$ cat config.mk
export PLATFORM = sky130hd
export DESIGN_NAME = running_mean_variance_core
export DESIGN_NICKNAME = d
export VERILOG_FILES = /design/src/sv/rmv_pkg.sv /design/src/sv/running_mean_variance_core.sv
export SDC_FILE = /design/constraint.sdc
export NUM_CORES = 2
export LEC_CHECK = 0
export BUFFER_PORTS_ARGS = -buffer_cell sky130_fd_sc_hd__clkbuf_2
export CAP_MARGIN = 20
export CORE_ASPECT_RATIO = 0.5
export CORE_UTILIZATION = 29
export DETAILED_ROUTE_END_ITERATION = 6
export HOLD_SLACK_MARGIN = 0.06
export PLACE_DENSITY_LB_ADDON = 0.25
export SLEW_MARGIN = 40
export SYNTH_ARGS = -nofsm -noshare
export SYNTH_HDL_FRONTEND = slang
export SYNTH_SLANG_ARGS = --single-unit
$ cat constraint.sdc
create_clock -name aclk -period 10.3 [get_ports aclk]
set_input_delay 1.03 -clock aclk [delete_from_list [all_inputs] [get_ports aclk]]
set_output_delay 1.03 -clock aclk [all_outputs]
set_load 0.02 [all_outputs]
$ cat src/sv/rmv_pkg.sv
// Shared widths, constants and sequencer state type for the running mean/variance core.
`default_nettype none
package rmv_pkg;
    localparam int SampleWidth = 16;
    localparam int CountWidth  = 32;
    localparam int MeanWidth   = 48;
    localparam int M2Width     = 64;
    localparam int VarWidth    = 48;
    localparam int SdWidth     = 32;
    localparam int AluWidth    = 64;
    localparam int StepWidth   = 6;

    localparam logic [StepWidth-1:0] DivLast  = 6'd63;
    localparam logic [StepWidth-1:0] MulLast  = 6'd47;
    localparam logic [StepWidth-1:0] SqrtLast = 6'd31;

    localparam logic [AluWidth-1:0] SqrtInit = 64'h4000_0000_0000_0000;

    localparam logic FuncAdd   = 1'b0;
    localparam logic FuncClear = 1'b1;

    typedef enum logic [5:0] {
        ST_IDLE = 6'b000001,
        ST_DIVM = 6'b000010,
        ST_MUL  = 6'b000100,
        ST_DIVV = 6'b001000,
        ST_SQRT = 6'b010000,
        ST_OUT  = 6'b100000
    } state_t;
endpackage
`default_nettype wire

$ cat src/sv/running_mean_variance_core.sv
// Welford running mean / variance / std deviation core with a shared serial add/sub unit.
//
//  channel | dir | beat contents
//  s_      | in  | tdata: sample ; tuser: func
//  m_      | out | tdata: count, mean, variance, std_dev ; tuser: overflow
//
//  Add beat: mean divide, multiply, variance divide, sqrt, then a load of the output
//  register. No new sample is accepted until the sequencer is back in ST_IDLE.
//  Below two samples the variance divide is skipped; clear runs only the sqrt;
//  an add on a full count skips the mean divide and multiply.
//  Synchronous active-low reset; the result is registered, so the next beat is taken while
//  it waits, but the load stalls in ST_OUT until the previous result is taken.
`default_nettype none
module running_mean_variance_core
    import rmv_pkg::*;
(
    input  wire logic         aclk,
    input  wire logic         aresetn,
    input  wire logic         s_tvalid,
    output logic              s_tready,
    input  wire logic [15:0]  s_tdata,   // [15:0] sample
    input  wire logic         s_tuser,   // [0] func
    output logic              m_tvalid,
    input  wire logic         m_tready,
    output logic [143:0]      m_tdata,   // [31:0] sample_count, [63:32] mean,
                                         // [111:64] variance, [143:112] std_dev
    output logic              m_tuser    // [0] overflow
);
    state_t state_reg, state_next;
    logic [StepWidth-1:0]  step_reg, step_next;
    logic [CountWidth-1:0] count_reg, count_next;
    logic [MeanWidth-1:0]  mean_reg, mean_next;
    logic [M2Width-1:0]    m2_reg, m2_next;
    logic                  sat_reg, sat_next;
    logic [VarWidth-1:0]   var_reg, var_next;
    logic                  neg_reg, neg_next;
    logic [AluWidth-1:0]   acc_reg, acc_next;
    logic [AluWidth-1:0]   wrk_reg, wrk_next;
    logic [AluWidth-1:0]   opb_reg, opb_next;
    logic [AluWidth-1:0]   bit_reg, bit_next;
    logic                  out_valid_reg, out_valid_next;
    logic [143:0]          out_data_reg, out_data_next;
    logic                  out_user_reg, out_user_next;
    logic                  out_load;

    logic [AluWidth-1:0] alu_a, alu_b;
    logic                alu_sub;
    logic [AluWidth:0]   alu_sum;
    logic                alu_c;

    logic [MeanWidth:0]   xs, delta;
    logic [MeanWidth-1:0] dmag, quo;
    logic [AluWidth-1:0]  div_q;
    logic [M2Width:0]     m2_sum;
    logic [32:0]          div_t;

    assign alu_sum = {1'b0, alu_a} + {1'b0, (alu_sub ? ~alu_b : alu_b)}
                   + {{AluWidth{1'b0}}, alu_sub};
    assign alu_c   = alu_sum[AluWidth];

    assign div_t = {acc_reg[31:0], wrk_reg[AluWidth-1]};
    assign div_q = {wrk_reg[AluWidth-2:0], alu_c};
    assign quo   = div_q[MeanWidth-1:0];

    assign m2_sum = {1'b0, m2_reg} + {17'b0, alu_sum[MeanWidth:1]};

    always_comb begin
        alu_a   = '0;
        alu_b   = '0;
        alu_sub = 1'b0;
        case (state_reg)
            ST_DIVM, ST_DIVV: begin
                alu_a   = {31'b0, div_t};
                alu_b   = opb_reg;
                alu_sub = 1'b1;
            end
            ST_MUL: begin
                alu_a = acc_reg;
                alu_b = wrk_reg[0] ? opb_reg : '0;
            end
            ST_SQRT: begin
                alu_a   = acc_reg;
                alu_b   = wrk_reg | bit_reg;
                alu_sub = 1'b1;
            end
            default: ;
        endcase
    end

    always_comb begin
        xs    = {s_tdata[SampleWidth-1], s_tdata, 32'b0};
        delta = xs - {mean_reg[MeanWidth-1], mean_reg};
        dmag  = delta[MeanWidth] ? 48'(-delta) : delta[MeanWidth-1:0];
    end

    always_comb begin
        state_next = state_reg;
        step_next  = step_reg + 1'b1;
        count_next = count_reg;
        mean_next  = mean_reg;
        m2_next    = m2_reg;
        sat_next   = sat_reg;
        var_next   = var_reg;
        neg_next   = neg_reg;
        acc_next   = acc_reg;
        wrk_next   = wrk_reg;
        opb_next   = opb_reg;
        bit_next   = bit_reg;
        case (state_reg)
            ST_IDLE: begin
                step_next = '0;
                if (s_tvalid) begin
                    if (s_tuser == FuncClear) begin
                        count_next = '0;
                        mean_next  = '0;
                        m2_next    = '0;
                        sat_next   = 1'b0;
                        var_next   = '0;
                        acc_next   = '0;
                        wrk_next   = '0;
                        bit_next   = SqrtInit;
                        state_next = ST_SQRT;
                    end else if (count_reg == '1) begin
                        sat_next   = 1'b1;
                        state_next = ST_DIVV;
                        acc_next   = '0;
                        wrk_next   = m2_reg;
                        opb_next   = {32'b0, count_reg - 1'b1};
                    end else begin
                        count_next = count_reg + 1'b1;
                        neg_next   = delta[MeanWidth];
                        acc_next   = '0;
                        wrk_next   = {16'b0, dmag};
                        opb_next   = {32'b0, count_reg + 1'b1};
                        bit_next   = {16'b0, dmag};
                        state_next = ST_DIVM;
                    end
                end
            end
            ST_DIVM, ST_DIVV: begin
                acc_next = alu_c ? {32'b0, alu_sum[31:0]} : {32'b0, div_t[31:0]};
                wrk_next = div_q;
                if (step_reg == DivLast) begin
                    step_next = '0;
                    if (state_reg == ST_DIVM) begin
                        // |x - new mean| = |delta| - quotient
                        mean_next  = neg_reg ? mean_reg - quo : mean_reg + quo;
                        acc_next   = '0;
                        opb_next   = bit_reg;
                        wrk_next   = {16'b0, bit_reg[MeanWidth-1:0] - quo};
                        state_next = ST_MUL;
                    end else begin
                        var_next   = (div_q[AluWidth-1:VarWidth] != '0) ? '1
                                                                       : div_q[VarWidth-1:0];
                        acc_next   = {var_next, 16'b0};
                        wrk_next   = '0;
                        bit_next   = SqrtInit;
                        state_next = ST_SQRT;
                    end
                end
            end
            ST_MUL: begin
                acc_next = {1'b0, alu_sum[AluWidth-1:1]};
                wrk_next = {16'b0, alu_sum[0], wrk_reg[MeanWidth-1:1]};
                if (step_reg == MulLast) begin
                    step_next = '0;
                    if (m2_sum[M2Width]) begin
                        m2_next  = '1;
                        sat_next = 1'b1;
                    end else begin
                        m2_next = m2_sum[M2Width-1:0];
                    end
                    if (count_reg >= 32'd2) begin
                        state_next = ST_DIVV;
                        acc_next   = '0;
                        wrk_next   = m2_next;
                        opb_next   = {32'b0, count_reg - 1'b1};
                    end else begin
                        state_next = ST_SQRT;
                        var_next   = '0;
                        acc_next   = '0;
                        wrk_next   = '0;
                        bit_next   = SqrtInit;
                    end
                end
            end
            ST_SQRT: begin
                if (alu_c) begin
                    acc_next = alu_sum[AluWidth-1:0];
                    wrk_next = (wrk_reg >> 1) | bit_reg;
                end else begin
                    wrk_next = wrk_reg >> 1;
                end
                bit_next = bit_reg >> 2;
                if (step_reg == SqrtLast) begin
                    step_next  = '0;
                    state_next = ST_OUT;
                end
            end
            ST_OUT: begin
                step_next = '0;
                if (!out_valid_reg || m_tready) begin
                    state_next = ST_IDLE;
                end
            end
            default: state_next = ST_IDLE;
        endcase
    end

    always_comb begin
        out_load       = (state_reg == ST_OUT) && (!out_valid_reg || m_tready);
        out_valid_next = out_valid_reg;
        out_data_next  = out_data_reg;
        out_user_next  = out_user_reg;
        if (out_load) begin
            out_valid_next = 1'b1;
            out_data_next  = {wrk_reg[SdWidth-1:0], var_reg, mean_reg[MeanWidth-1:16],
                              count_reg};
            out_user_next  = sat_reg;
        end else if (m_tready) begin
            out_valid_next = 1'b0;
        end
    end

    always_ff @(posedge aclk) begin
        if (!aresetn) begin
            state_reg     <= ST_IDLE;
            step_reg      <= '0;
            count_reg     <= '0;
            mean_reg      <= '0;
            m2_reg        <= '0;
            sat_reg       <= 1'b0;
            var_reg       <= '0;
            out_valid_reg <= 1'b0;
        end else begin
            state_reg     <= state_next;
            step_reg      <= step_next;
            count_reg     <= count_next;
            mean_reg      <= mean_next;
            m2_reg        <= m2_next;
            sat_reg       <= sat_next;
            var_reg       <= var_next;
            out_valid_reg <= out_valid_next;
        end
    end

    always_ff @(posedge aclk) begin
        neg_reg      <= neg_next;
        acc_reg      <= acc_next;
        wrk_reg      <= wrk_next;
        opb_reg      <= opb_next;
        bit_reg      <= bit_next;
        out_data_reg <= out_data_next;
        out_user_reg <= out_user_next;
    end

    assign s_tready = (state_reg == ST_IDLE);
    assign m_tvalid = out_valid_reg;
    assign m_tdata  = out_data_reg;
    assign m_tuser  = out_user_reg;

    a_out_hold: assert property (@(posedge aclk) disable iff (!aresetn)
        m_tvalid && !m_tready |=> m_tvalid && $stable(m_tdata) && $stable(m_tuser))
        else $error("result changed while stalled");
    a_clear_zero: assert property (@(posedge aclk) disable iff (!aresetn)
        s_tvalid && s_tready && s_tuser == FuncClear |=> count_reg == '0 && !sat_reg)
        else $error("clear did not zero state");
    a_var_small: assert property (@(posedge aclk) disable iff (!aresetn)
        m_tvalid && m_tdata[31:0] < 32'd2 |-> m_tdata[111:64] == '0)
        else $error("variance nonzero below two samples");
    a_step_idle: assert property (@(posedge aclk) disable iff (!aresetn)
        state_reg == ST_IDLE |-> step_reg == '0)
        else $error("step counter not parked");
endmodule
`default_nettype wire
==> metrics.yaml <==
drive_above_1_share_pct: 9.17
cpMaxStageDelayCell: "a22oi_1"
grt_usage_pct: 25.4
dieArea_mm2: 0.158
dpl.hpwl_um: 156000
cts_buffers: 68
largest_reg_flops: 144
synth_area_leader_cell: "edfxtp_1"
synth_edf_count: 386
path_clk_slew_ns: 0.07
hold_violations: 0
outcome: "complete, no violations"
fin_crit_sh_pct: 90.5
rsz0062_at_grt: "no"
core_mm2: 0.153
post-route-min-period_ns: 9.32
r2r-start: "state_reg[1]"
holdCritStartpoint: "var_reg[12]"
yosysMostFrequentCell: "a21oi_1"
synth_top_area_share_pct: 25.7
antenna_found_initial: 14
fin_nets: 5672
synth_common_cells: "a21oi_1, nor2_1, o21ai_0"
finalPower_mw: 13.9
cp-start-kind: "flip-flop"
via_per_inst: 5.98
final_area_mm2: 0.0507
cts.sinks: 592
ant_nets: 0
yosysWarnings: 0
grt_max_degree: 81
start_util_pct: 29.5
max_freq_mhz: 107
ctsRootBufferMaster: "clkbuf_16"
post-place-ws_ns: 1.33
reg2reg_slack_ns: 0.98
tightestPinTransition_ns: 1.08
hold_end: "m_tdata[76]"
overflow: 0
ir_worst_vdd_mv: 0.245
die-width_um: 560
end_kind: "flip-flop"
p_per_area_mw_per_mm2: 273
setup_viol: 0
ys_seq_elements: 592
grt_pass1_wl_um: 296000
pwr-share-seq_pct: 30.9
clk_latency_ns: 0.68
nFillCells: 16278
vias: 45056
synthDistinctLibCells: 87
power.share.switching_pct: 49.8
asyncSetResetFlopFracSynth_pct: 0
startpoint: "state_reg[1]"
rr_worst_depth: 30
slew_violations: 0
avgSynthCellArea_um2: 8.26
crit_type: "flip-flop to flip-flop"
pin_count: 168
portBuffers: 167
internal-power_mw: 6.97
hp-class: "flip-flop to flip-flop"
critPathMaxFanout: 30
ctsHtreeMaxLevel: 3
grt_pass1_vias: 40812
fin_tns_setup_ns: 0
drt-wirelength-per-cell_um: 27.5
syn_to_final_growth_pct: 12.3
cts_tree: "done"
gp_congestion: 1.02
slew_headroom_pct: 27.3
fin_skew_ns: 0.0322
hold_depth: 0
reg2reg_to: "wrk_reg[46]"
cts_hold_buf: 0
ys_seq_area_share_pct: 34.8
synthFlopType: "edfxtp_1"
cap_violations: 0
drt_iter0_drc: 6249
routed_wl_um: 208000
clk_path_buf_depth: 3
p_leak_nw: 19.7
syn_nets: 5724
cts_resized: 0
p_switching_mw: 6.91
place_area_mm2: 0.0483
fin_ws_ns: 0.981
dr.pass1.iters: 6
synth_cells: 5471
utilization_pct: 33.1
cts_setup_buffers: 0
power.share.combinational_pct: 49.8
die_y_um: 281
p_clk_share_pct: 19.3
cp.required_ns: 10.69
syn-cell-area_mm2: 0.0452
critPathArrivalTime_ns: 9.71
cp_slowest_stage_delay_ns: 0.61
drc_errors: 0
synth.top_cells.by_area: "edfxtp_1, dfxtp_1, ha_1"
rows: 101
-- area by class of cell --
type	count	area (um2)	share of cell area, %
Inverter	194	728	1.43
Clock buffer	86	1870	3.69
Timing Repair Buffer	291	1870	3.68
Sequential cell	592	15700	31.0
Tap cell	2060	2580	5.08
Clock inverter	39	482	0.949
Multi-Input combinational cell	4272	27500	54.2
Antenna cell	4	10.0	0.0197
-- worst max-delay path, delay by kind of cell (launching register included) --
family / cells / cell delay (ns)
AO/OA/AOI/OAI: 16 / 4.49
AND/OR/NAND/NOR: 6 / 1.50
adder cells (fa/ha/maj): 3 / 1.22
buffers and inverters: 4 / 1.01
flip-flops: 1 / 0.52
multiplexers: 1 / 0.28
-- power by group through the flow --
stage,sequential (mW),clock [mW],combinational (mW)
finish,4.30,2.67,6.91
global route,4.27,2.79,7.29
CTS,4.21,2.70,6.61
detailed placement,4.25,0,6.58
global placement,4.28,0,6.61
floorplan,3.72,0,4.31
-- routing by layer --
layer / global-route usage, % / share of wire, % / vias to the layer above
li1: - / - / 20152
met1: 37.1 / 44 / 22053
met2: 35.3 / 40 / 2539
met3: 7.71 / 13 / 312
met4: 7.10 / 2.9 / 0
met5: 0 / 0 / -
-- through the flow --
stage	hold WS, ns	std cells
3_5_place_dp	0.415	7407
5_1_grt	0.441	7534
4_1_cts	0.429	7532
3_3_place_gp	0.411	7405
6_report	0.428	7538
2_1_floorplan	0.406	5471
-- placed cells by master, fill, tap and decap left out, drive strengths merged, types with 69 or more instances in the layout --
cell / n
and3: 88
nand4: 71
ha: 228
nor2: 477
a21oi: 511
a22o: 71
inv: 194
nor3: 230
a31oi: 69
o21ai: 453
dfxtp: 206
a21o: 110
clkbuf: 252
nand2: 408
and2: 112
edfxtp: 386
buf: 125
xnor2: 253
nor2b: 110
xor2: 121
nand3: 94
-- how the worst max path moves through the flow --
stage,slack [ns],endpoint,depth (start not counted)
after detailed placement,1.33,mean_reg[47],35
after floorplan,2.09,m_tdata[0],2
final,0.98,wrk_reg[46],30
after global routing,0.41,mean_reg[47],35
after global placement,1.25,wrk_reg[11],25
after CTS,1.28,mean_reg[47],35
-- cell families after synthesis --
family	Yosys count	share of synthesized area [%]
compound gates	1843	26.4
xor+xnor	374	7.25
fa+ha+maj	232	6.49
buf+inv	607	5.08
flops	592	34.8
mux	26	0.598
simple gates	1797	19.4
No activity file was read; power rests on OpenSTA's default activity.
